--- src/sv/wsc_pkg.sv ---
// Shared types and constants for the WSClock page replacement block.
`timescale 1ns / 1ps

package wsc_pkg;

   // Frame table depth and derived widths
   localparam int FRAMES    = 64;
   localparam int IDX_W     = (FRAMES > 1) ? $clog2(FRAMES) : 1;
   localparam int NW        = $clog2(FRAMES + 1);
   localparam int CNT_W     = NW + 1;

   // Field widths fixed by the interface
   localparam int SLOT_W    = 10;
   localparam int PAGE_W    = 32;
   localparam int ADDR_W    = 32;
   localparam int TIME_W    = 31;
   localparam int FIU_W     = 11;
   localparam int STATUS_W  = 2;
   localparam int CSR_IDX_W = 1;
   localparam int CSR_DAT_W = 31;

   typedef enum logic [STATUS_W-1:0] {
      STATUS_LOAD_DONE = 2'd0,
      STATUS_REPLACED  = 2'd1,
      STATUS_NO_VICTIM = 2'd2
   } status_type;

   typedef enum logic [CSR_IDX_W-1:0] {
      CSR_AGE_THRESHOLD = 1'b0,
      CSR_FRAMES_IN_USE = 1'b1
   } csr_index_type;

   typedef enum logic [1:0] {
      ST_IDLE,
      ST_DISPATCH,
      ST_SWEEP,
      ST_FINISH
   } state_type;

   // Controller to datapath
   typedef struct packed {
      logic capture;
      logic do_load;
      logic setup;
      logic sweep;
      logic publish;
   } dp_cmd_type;

   // Datapath to controller
   typedef struct packed {
      logic replace;
      logic victim;
      logic exhausted;
   } dp_status_type;

endpackage

--- src/sv/wsc_ctrl.sv ---
// Controller state machine sequencing loads, sweeps and result hand-off.
`timescale 1ns / 1ps

module wsc_ctrl
   import wsc_pkg::*;
(
   input  logic          clock,
   input  logic          reset,
   input  logic          req_valid,
   output logic          req_ready,
   output logic          rsp_valid,
   input  logic          rsp_ready,
   output dp_cmd_type    cmd,
   input  dp_status_type stat
);

   state_type state_ff, state_in;
   logic      rsp_valid_ff, rsp_valid_in;

   // State and output-valid registers
   always_ff @(posedge clock) begin
      if (reset) begin
         state_ff     <= ST_IDLE;
         rsp_valid_ff <= 1'b0;
      end else begin
         state_ff     <= state_in;
         rsp_valid_ff <= rsp_valid_in;
      end
   end

   // Next state and commands
   always_comb begin
      state_in  = state_ff;
      cmd       = '0;
      req_ready = 1'b0;
      case (state_ff)
         ST_IDLE: begin
            req_ready = 1'b1;
            if (req_valid) begin
               cmd.capture = 1'b1;
               state_in    = ST_DISPATCH;
            end
         end
         ST_DISPATCH: begin
            if (stat.replace) begin
               cmd.setup = 1'b1;
               state_in  = ST_SWEEP;
            end else begin
               cmd.do_load = 1'b1;
               state_in    = ST_FINISH;
            end
         end
         ST_SWEEP: begin
            cmd.sweep = 1'b1;
            if (stat.victim || stat.exhausted) begin
               state_in = ST_FINISH;
            end
         end
         ST_FINISH: begin
            if (!rsp_valid_ff || rsp_ready) begin
               cmd.publish = 1'b1;
               state_in    = ST_IDLE;
            end
         end
         default: begin
            state_in = ST_IDLE;
         end
      endcase
   end

   // Hold the result beat until taken
   always_comb begin
      if (cmd.publish) begin
         rsp_valid_in = 1'b1;
      end else if (rsp_ready) begin
         rsp_valid_in = 1'b0;
      end else begin
         rsp_valid_in = rsp_valid_ff;
      end
   end

   assign rsp_valid = rsp_valid_ff;

`ifndef ASSERT_OFF
   a_publish_free: assert property (@(posedge clock) disable iff (reset)
      cmd.publish |-> (!rsp_valid_ff || rsp_ready))
      else $error("result published over a waiting beat");

   a_rsp_from_finish: assert property (@(posedge clock) disable iff (reset)
      $rose(rsp_valid_ff) |-> $past(state_ff == ST_FINISH))
      else $error("result raised outside finish state");

   a_sweep_ends: assert property (@(posedge clock) disable iff (reset)
      (state_ff == ST_SWEEP && (stat.victim || stat.exhausted)) |=> state_ff == ST_FINISH)
      else $error("sweep did not end on victim or exhaustion");
`endif

endmodule

--- config.mk ---
export PLATFORM = sky130hd
export DESIGN_NAME = wsc_ctrl
export DESIGN_NICKNAME = d
export VERILOG_FILES = /design/src/sv/wsc_pkg.sv /design/src/sv/wsc_ctrl.sv
export SDC_FILE = /design/constraint.sdc
export NUM_CORES = 1
export LEC_CHECK = 0
export ABC_AREA = 1
export BUFFER_PORTS_ARGS = -buffer_cell sky130_fd_sc_hd__buf_2
export CORE_AREA = 3 3 40 42
export CTS_BUF_LIST = sky130_fd_sc_hd__clkbuf_16
export DETAILED_ROUTE_END_ITERATION = 10
export DIE_AREA = 0 0 43 45
export GPL_ROUTABILITY_DRIVEN = 0
export PLACE_DENSITY = 0.47
export SYNTH_ARGS = -nofsm -noshare
export SYNTH_HDL_FRONTEND = slang
export SYNTH_SLANG_ARGS = --single-unit
--- constraint.sdc ---
create_clock -name clock -period 1.5 [get_ports clock]
set_clock_uncertainty 0.15 [all_clocks]
set_input_delay 0.3 -clock clock [delete_from_list [all_inputs] [get_ports clock]]
set_output_delay 0.3 -clock clock [all_outputs]
set_load 0.1 [all_outputs]
==> impl_metrics.yaml, run 1 <==
sta:
  slew_headroom_pct: 90.3
  setup_tns_ps: -360
  final-hold-violation-count: 0
  min_period_ps: 1580
  drv_slew: 0
  tightest_slew_ps: 145
  setup_violations: 5
  fin_crit_sh_pct: 106
  fmax_ghz: 0.632
  fin_ws_ps: -83.4
  rsz0062_at_grt: "true"
critical_path:
  critPathKind: "register to output pin"
  crit_start: "state_ff[1]$_SDFFE_PP0P_"
  r2r-start: "state_ff[0]$_SDFFE_PP0P_"
  worstSetupStartpointType: "register"
  required_ps: 1050
  rr_worst_depth: 7
  cp.arrival_ps: 1130
  cp_max_fo: 4
  crit_path_end_kind: "output pin"
job:
  drv_cap: 0
clocking:
  cts_max_level: 1
  cts_sinks: 3
  numCtsBuffers: 3
  cts_tree: "done"
  clkTransAtPathRegs_ps: 30
  cts_max_path_buffers: 2
  root_buffer: "clkbuf_16"
  insertion_delay_ps: 220
outcome:
  status: "finished, violations left"
  violations: "setup timing"
global_routing:
  grt.busiest_layer: "met2"
  grt_antenna_before_repair: 0
  met1_usage_pct: 8.15
  met2_usage_pct: 12.9
  groute.usage.overall_pct: 7.65
  grt_pass1_wl_mm: 1.09
  grt_overflow_total: 0
  first_global_vias: 279
  grt_max_degree: 5
  met3_usage_pct: 3.59
cells_and_area:
  area_growth_pct: 150
  nNetsFinal: 72
  drive_gt1_share_pct: 63.3
  diodes: 0
  stdcell_count: 75
routing:
  drc: 0
  routedWlPerCell_um: 8.00
  firstDrtPassIters: 3
  viasPerCell: 3.87
  ant_nets: 0
  wl_um: 600
  vias: 290
  drtIter0Drc: 3
min_path:
  hp-class: "primary input to register"
  worstHoldStart: "reset"
  hold_depth: 2
die:
  ioPinCount: 14
  rows: 13
  dieWidth_um: 43
  die_area_mm2: 0.00194
  fp.dieH_um: 45
  start_util_pct: 19.6
  core_mm2: 0.00128
yosys:
  syn_inst: 40
  mappedNetlistArea_um2: 251
  synth.avg_cell_area_um2: 6.29
  synth_cell_types: 10
  synth-seq-cells: 3
  yosysSeqAreaShare_pct: 23.9
  syn-num-nets: 51
  yosysWarnings: 0
placement:
  port_buffers: 13
  dp_cells: 69
  hpwl_um: 473
## path summary, 6_finish.rpt
kind / slack, ps / endpoint
worst max-delay path: -80 / cmd[2]
worst min-delay path: 90 / rsp_valid$_SDFFE_PP0P_
worst max register to register: 120 / state_ff[0]$_SDFFE_PP0P_
worst min register to register: 370 / rsp_valid$_SDFFE_PP0P_
## cells in the mapped netlist
library cell  instances  area [um^2]
nand2_1              11         41.3
nand3_2               1         10.0
nor2_2                1         6.26
buf_4                 1         7.51
inv_1                10         37.5
ha_1                  4         50.1
nand3_1               2         10.0
dfxtp_1               3         60.1
nor2_1                5         18.8
a21oi_1               2         10.0
## metal layers
| metal | wire, um | vias to the layer above |
|---|---|---|
| li1 | - | 156 |
| met1 | 223 | 125 |
| met2 | 327 | 9 |
| met3 | 50 | 0 |
| met4 | 0 | 0 |
| met5 | 0 | - |
## timing repair
item | 4_1_cts | 5_1_grt
hold buffers | 0 | 0
setup endpoints to repair | 6 | 6
pin swaps | 2 | 0
gates resized for setup | 14 | 2
setup buffers | 2 | 0
## cells in the final DEF, fill, tap and decap left out, drive strengths merged
cell type | netlist | routed
inv | 10 | 9
ha | 4 | 4
clkinvlp | 0 | 2
a21oi | 2 | 2
nand2 | 11 | 11
buf | 1 | 17
clkbuf | 0 | 3
nand3 | 3 | 3
dfxtp | 3 | 3
nor2 | 6 | 6
## registers in the layout, indices dropped and copies added (netlist names)
name	count
state_ff	2
rsp_valid	1
## cell families (layout without fill, tap and decap cells)
family                   after synthesis  in the layout  synth area share (%)
AND/OR/NAND/NOR                       20             20                  34.3
buffers and inverters                 11             31                  17.9
adder cells (fa/ha/maj)                4              4                  19.9
flip-flops                             3              3                  23.9
AO/OA/AOI/OAI                          2              2                  3.98
## area by class of cell
class / count / area (um^2)
fillers: 121 / 656
multi-input cells: 26 / 213
repair buffers: 17 / 200
clock buffers: 3 / 75.1
flip-flops and latches: 3 / 68.8
inverters: 10 / 50.0
well taps: 15 / 18.8
clock inverters: 1 / 3.75
## stage by stage
| step | util (%) | hold WS, ps | setup slack (ps) | cell area (um^2) |
|---|---|---|---|---|
| final | 49.0 | 90.9 | -83.4 | 629 |
| after global routing | 49.0 | 91.0 | -128 | 629 |
| after CTS | 48.4 | 90.6 | -86.2 | 622 |
| after detailed placement | 37.4 | 320 | 5.68 | 480 |
| after global placement | 37.4 | 318 | 4.40 | 480 |
| after floorplan | - | 212 | -266 | 284 |
## worst max-delay path, stage by stage, from the launching register on
cell	delay, ps
dfxtp_4	370
inv_4	50
ha_4	160
nand2_2	70
clkinvlp_4	90
buf_12	170
Power of run 1 is not shown: default switching activity piles up to over one toggle a cycle in this logic, so the estimate is an artifact.
==> inputs of run 2 (changes only) <==
- PLACE_DENSITY: 0.47 -> default
==> impl_metrics.yaml, run 2 (synthesis results as in run 1) <==
global_routing:
  grt.busiest_layer: "met2"
  met1_usage_pct: 5.76
  grt_antenna_before_repair: 0
  groute.usage.overall_pct: 8.15
  grt_overflow_total: 0
  first_global_vias: 286
  met2_usage_pct: 15.0
  grt_pass1_wl_mm: 1.05
  met3_usage_pct: 2.39
  grt_max_degree: 5
die:
  dieWidth_um: 43
  die_area_mm2: 0.00194
  rows: 13
  start_util_pct: 19.6
  ioPinCount: 14
  core_mm2: 0.00128
  fp.dieH_um: 45
clocking:
  root_buffer: "clkbuf_16"
  cts_max_level: 1
  cts_sinks: 3
  hold_buffers: 0
  insertion_delay_ps: 220
  cts_max_path_buffers: 2
  cts_tree: "done"
  numCtsBuffers: 3
  clkTransAtPathRegs_ps: 30
placement:
  hpwl_um: 494
  placedInstanceArea_um2: 480
  port_buffers: 13
cells_and_area:
  final_cell_mix: "nand2_1, buf_12, buf_2"
  area_growth_pct: 153
  nNetsFinal: 73
  largest_reg_flops: 2
  diodes: 0
  fin_area_um2: 637
  drive_gt1_share_pct: 63.9
  largest_register: "state_ff"
  final_common_cell: "nand2_1"
critical_path:
  reg2reg_to: "state_ff[0]$_SDFFE_PP0P_"
  r2r-start: "state_ff[0]$_SDFFE_PP0P_"
  cp.arrival_ps: 1130
  required_ps: 1050
  r2r_slack_ps: 120
  worstSetupStartpointType: "register"
  crit_path_end_kind: "output pin"
  cp_max_fo: 3
  critPathKind: "register to output pin"
  rr_worst_depth: 7
min_path:
  hp-class: "primary input to register"
  hold_depth: 2
  hold_path_end: "rsp_valid$_SDFFE_PP0P_"
  worstHoldStart: "reset"
sta:
  drv_slew: 0
  setup_violations: 6
  rsz0062_at_grt: "true"
  fmax_ghz: 0.632
  final-hold-violation-count: 0
  tightest_slew_ps: 145
  fin_ws_ps: -83.0
  slew_headroom_pct: 90.3
  min_period_ps: 1580
  fin_crit_sh_pct: 106
routing:
  ant_nets: 0
  viasPerCell: 4.09
  vias: 311
  drc: 0
  routedWlPerCell_um: 9.68
  firstDrtPassIters: 4
  wl_um: 736
  drtIter0Drc: 3
job:
  drv_cap: 0
outcome:
  violations: "setup timing"
  status: "finished, violations left"
run 2: cell types whose count changed in the layout (fill, tap and decap cells not counted), sizes merged:
| cell | delta |
|---|---|
| buf | +1 |
run 2: per-stage QoR:
step / std cells / utilization [%] / hold slack (ps) / setup TNS (ps) / setup slack, ps
6_report: 76 / 49.6 / 95.5 / -411 / -83.0
5_1_grt: 76 / 49.6 / 99.7 / -598 / -124
4_1_cts: 75 / 48.0 / 100 / -445 / -90.5
3_5_place_dp: 69 / 37.4 / 332 / 0 / 27.4
3_3_place_gp: 69 / 37.4 / 334 / 0 / 42.3
2_1_floorplan: 40 / - / 212 / -608 / -266
run 2: routing by layer:
layer / vias to the layer above / wire length, um
li1: 158 / -
met1: 136 / 266
met2: 13 / 384
met3: 4 / 48
met4: 0 / 36
met5: - / 0
run 2: final cells by class:
type                    instances  area, um^2
clock inverters                 1        3.75
inverters                      10        50.0
multi-input cells              26         213
well taps                      15        18.8
fillers                       128         648
clock buffers                   3        75.1
flip-flops and latches          3        68.8
repair buffers                 18         208
run 2: worst max-delay path, stage by stage, from the launching register on:
cell        delay (ps)
dfxtp_4            370
inv_4               50
ha_4               160
nand2_2             70
clkinvlp_4          90
buf_12             170
run 2: worst max-delay path by stage:
stage / start / to / slack (ps) / depth (start not counted)
detailed placement: state_ff[0]$_SDFFE_PP0P_ / cmd[0] / 30 / 4
global placement: state_ff[1]$_SDFFE_PP0P_ / cmd[3] / 40 / 5
global route: state_ff[0]$_SDFFE_PP0P_ / cmd[4] / -120 / 5
finish: state_ff[1]$_SDFFE_PP0P_ / cmd[2] / -80 / 5
CTS: state_ff[1]$_SDFFE_PP0P_ / cmd[2] / -90 / 5
floorplan: state_ff[0]$_SDFFE_PP0P_ / cmd[4] / -270 / 4
run 2: repair_timing:
item,CTS,global route
setup buffers,2,1
pin swaps,3,0
setup endpoints to repair,6,6
resized for setup,14,2
gates cloned,0,0
Power of run 2 is left out for the same reason.
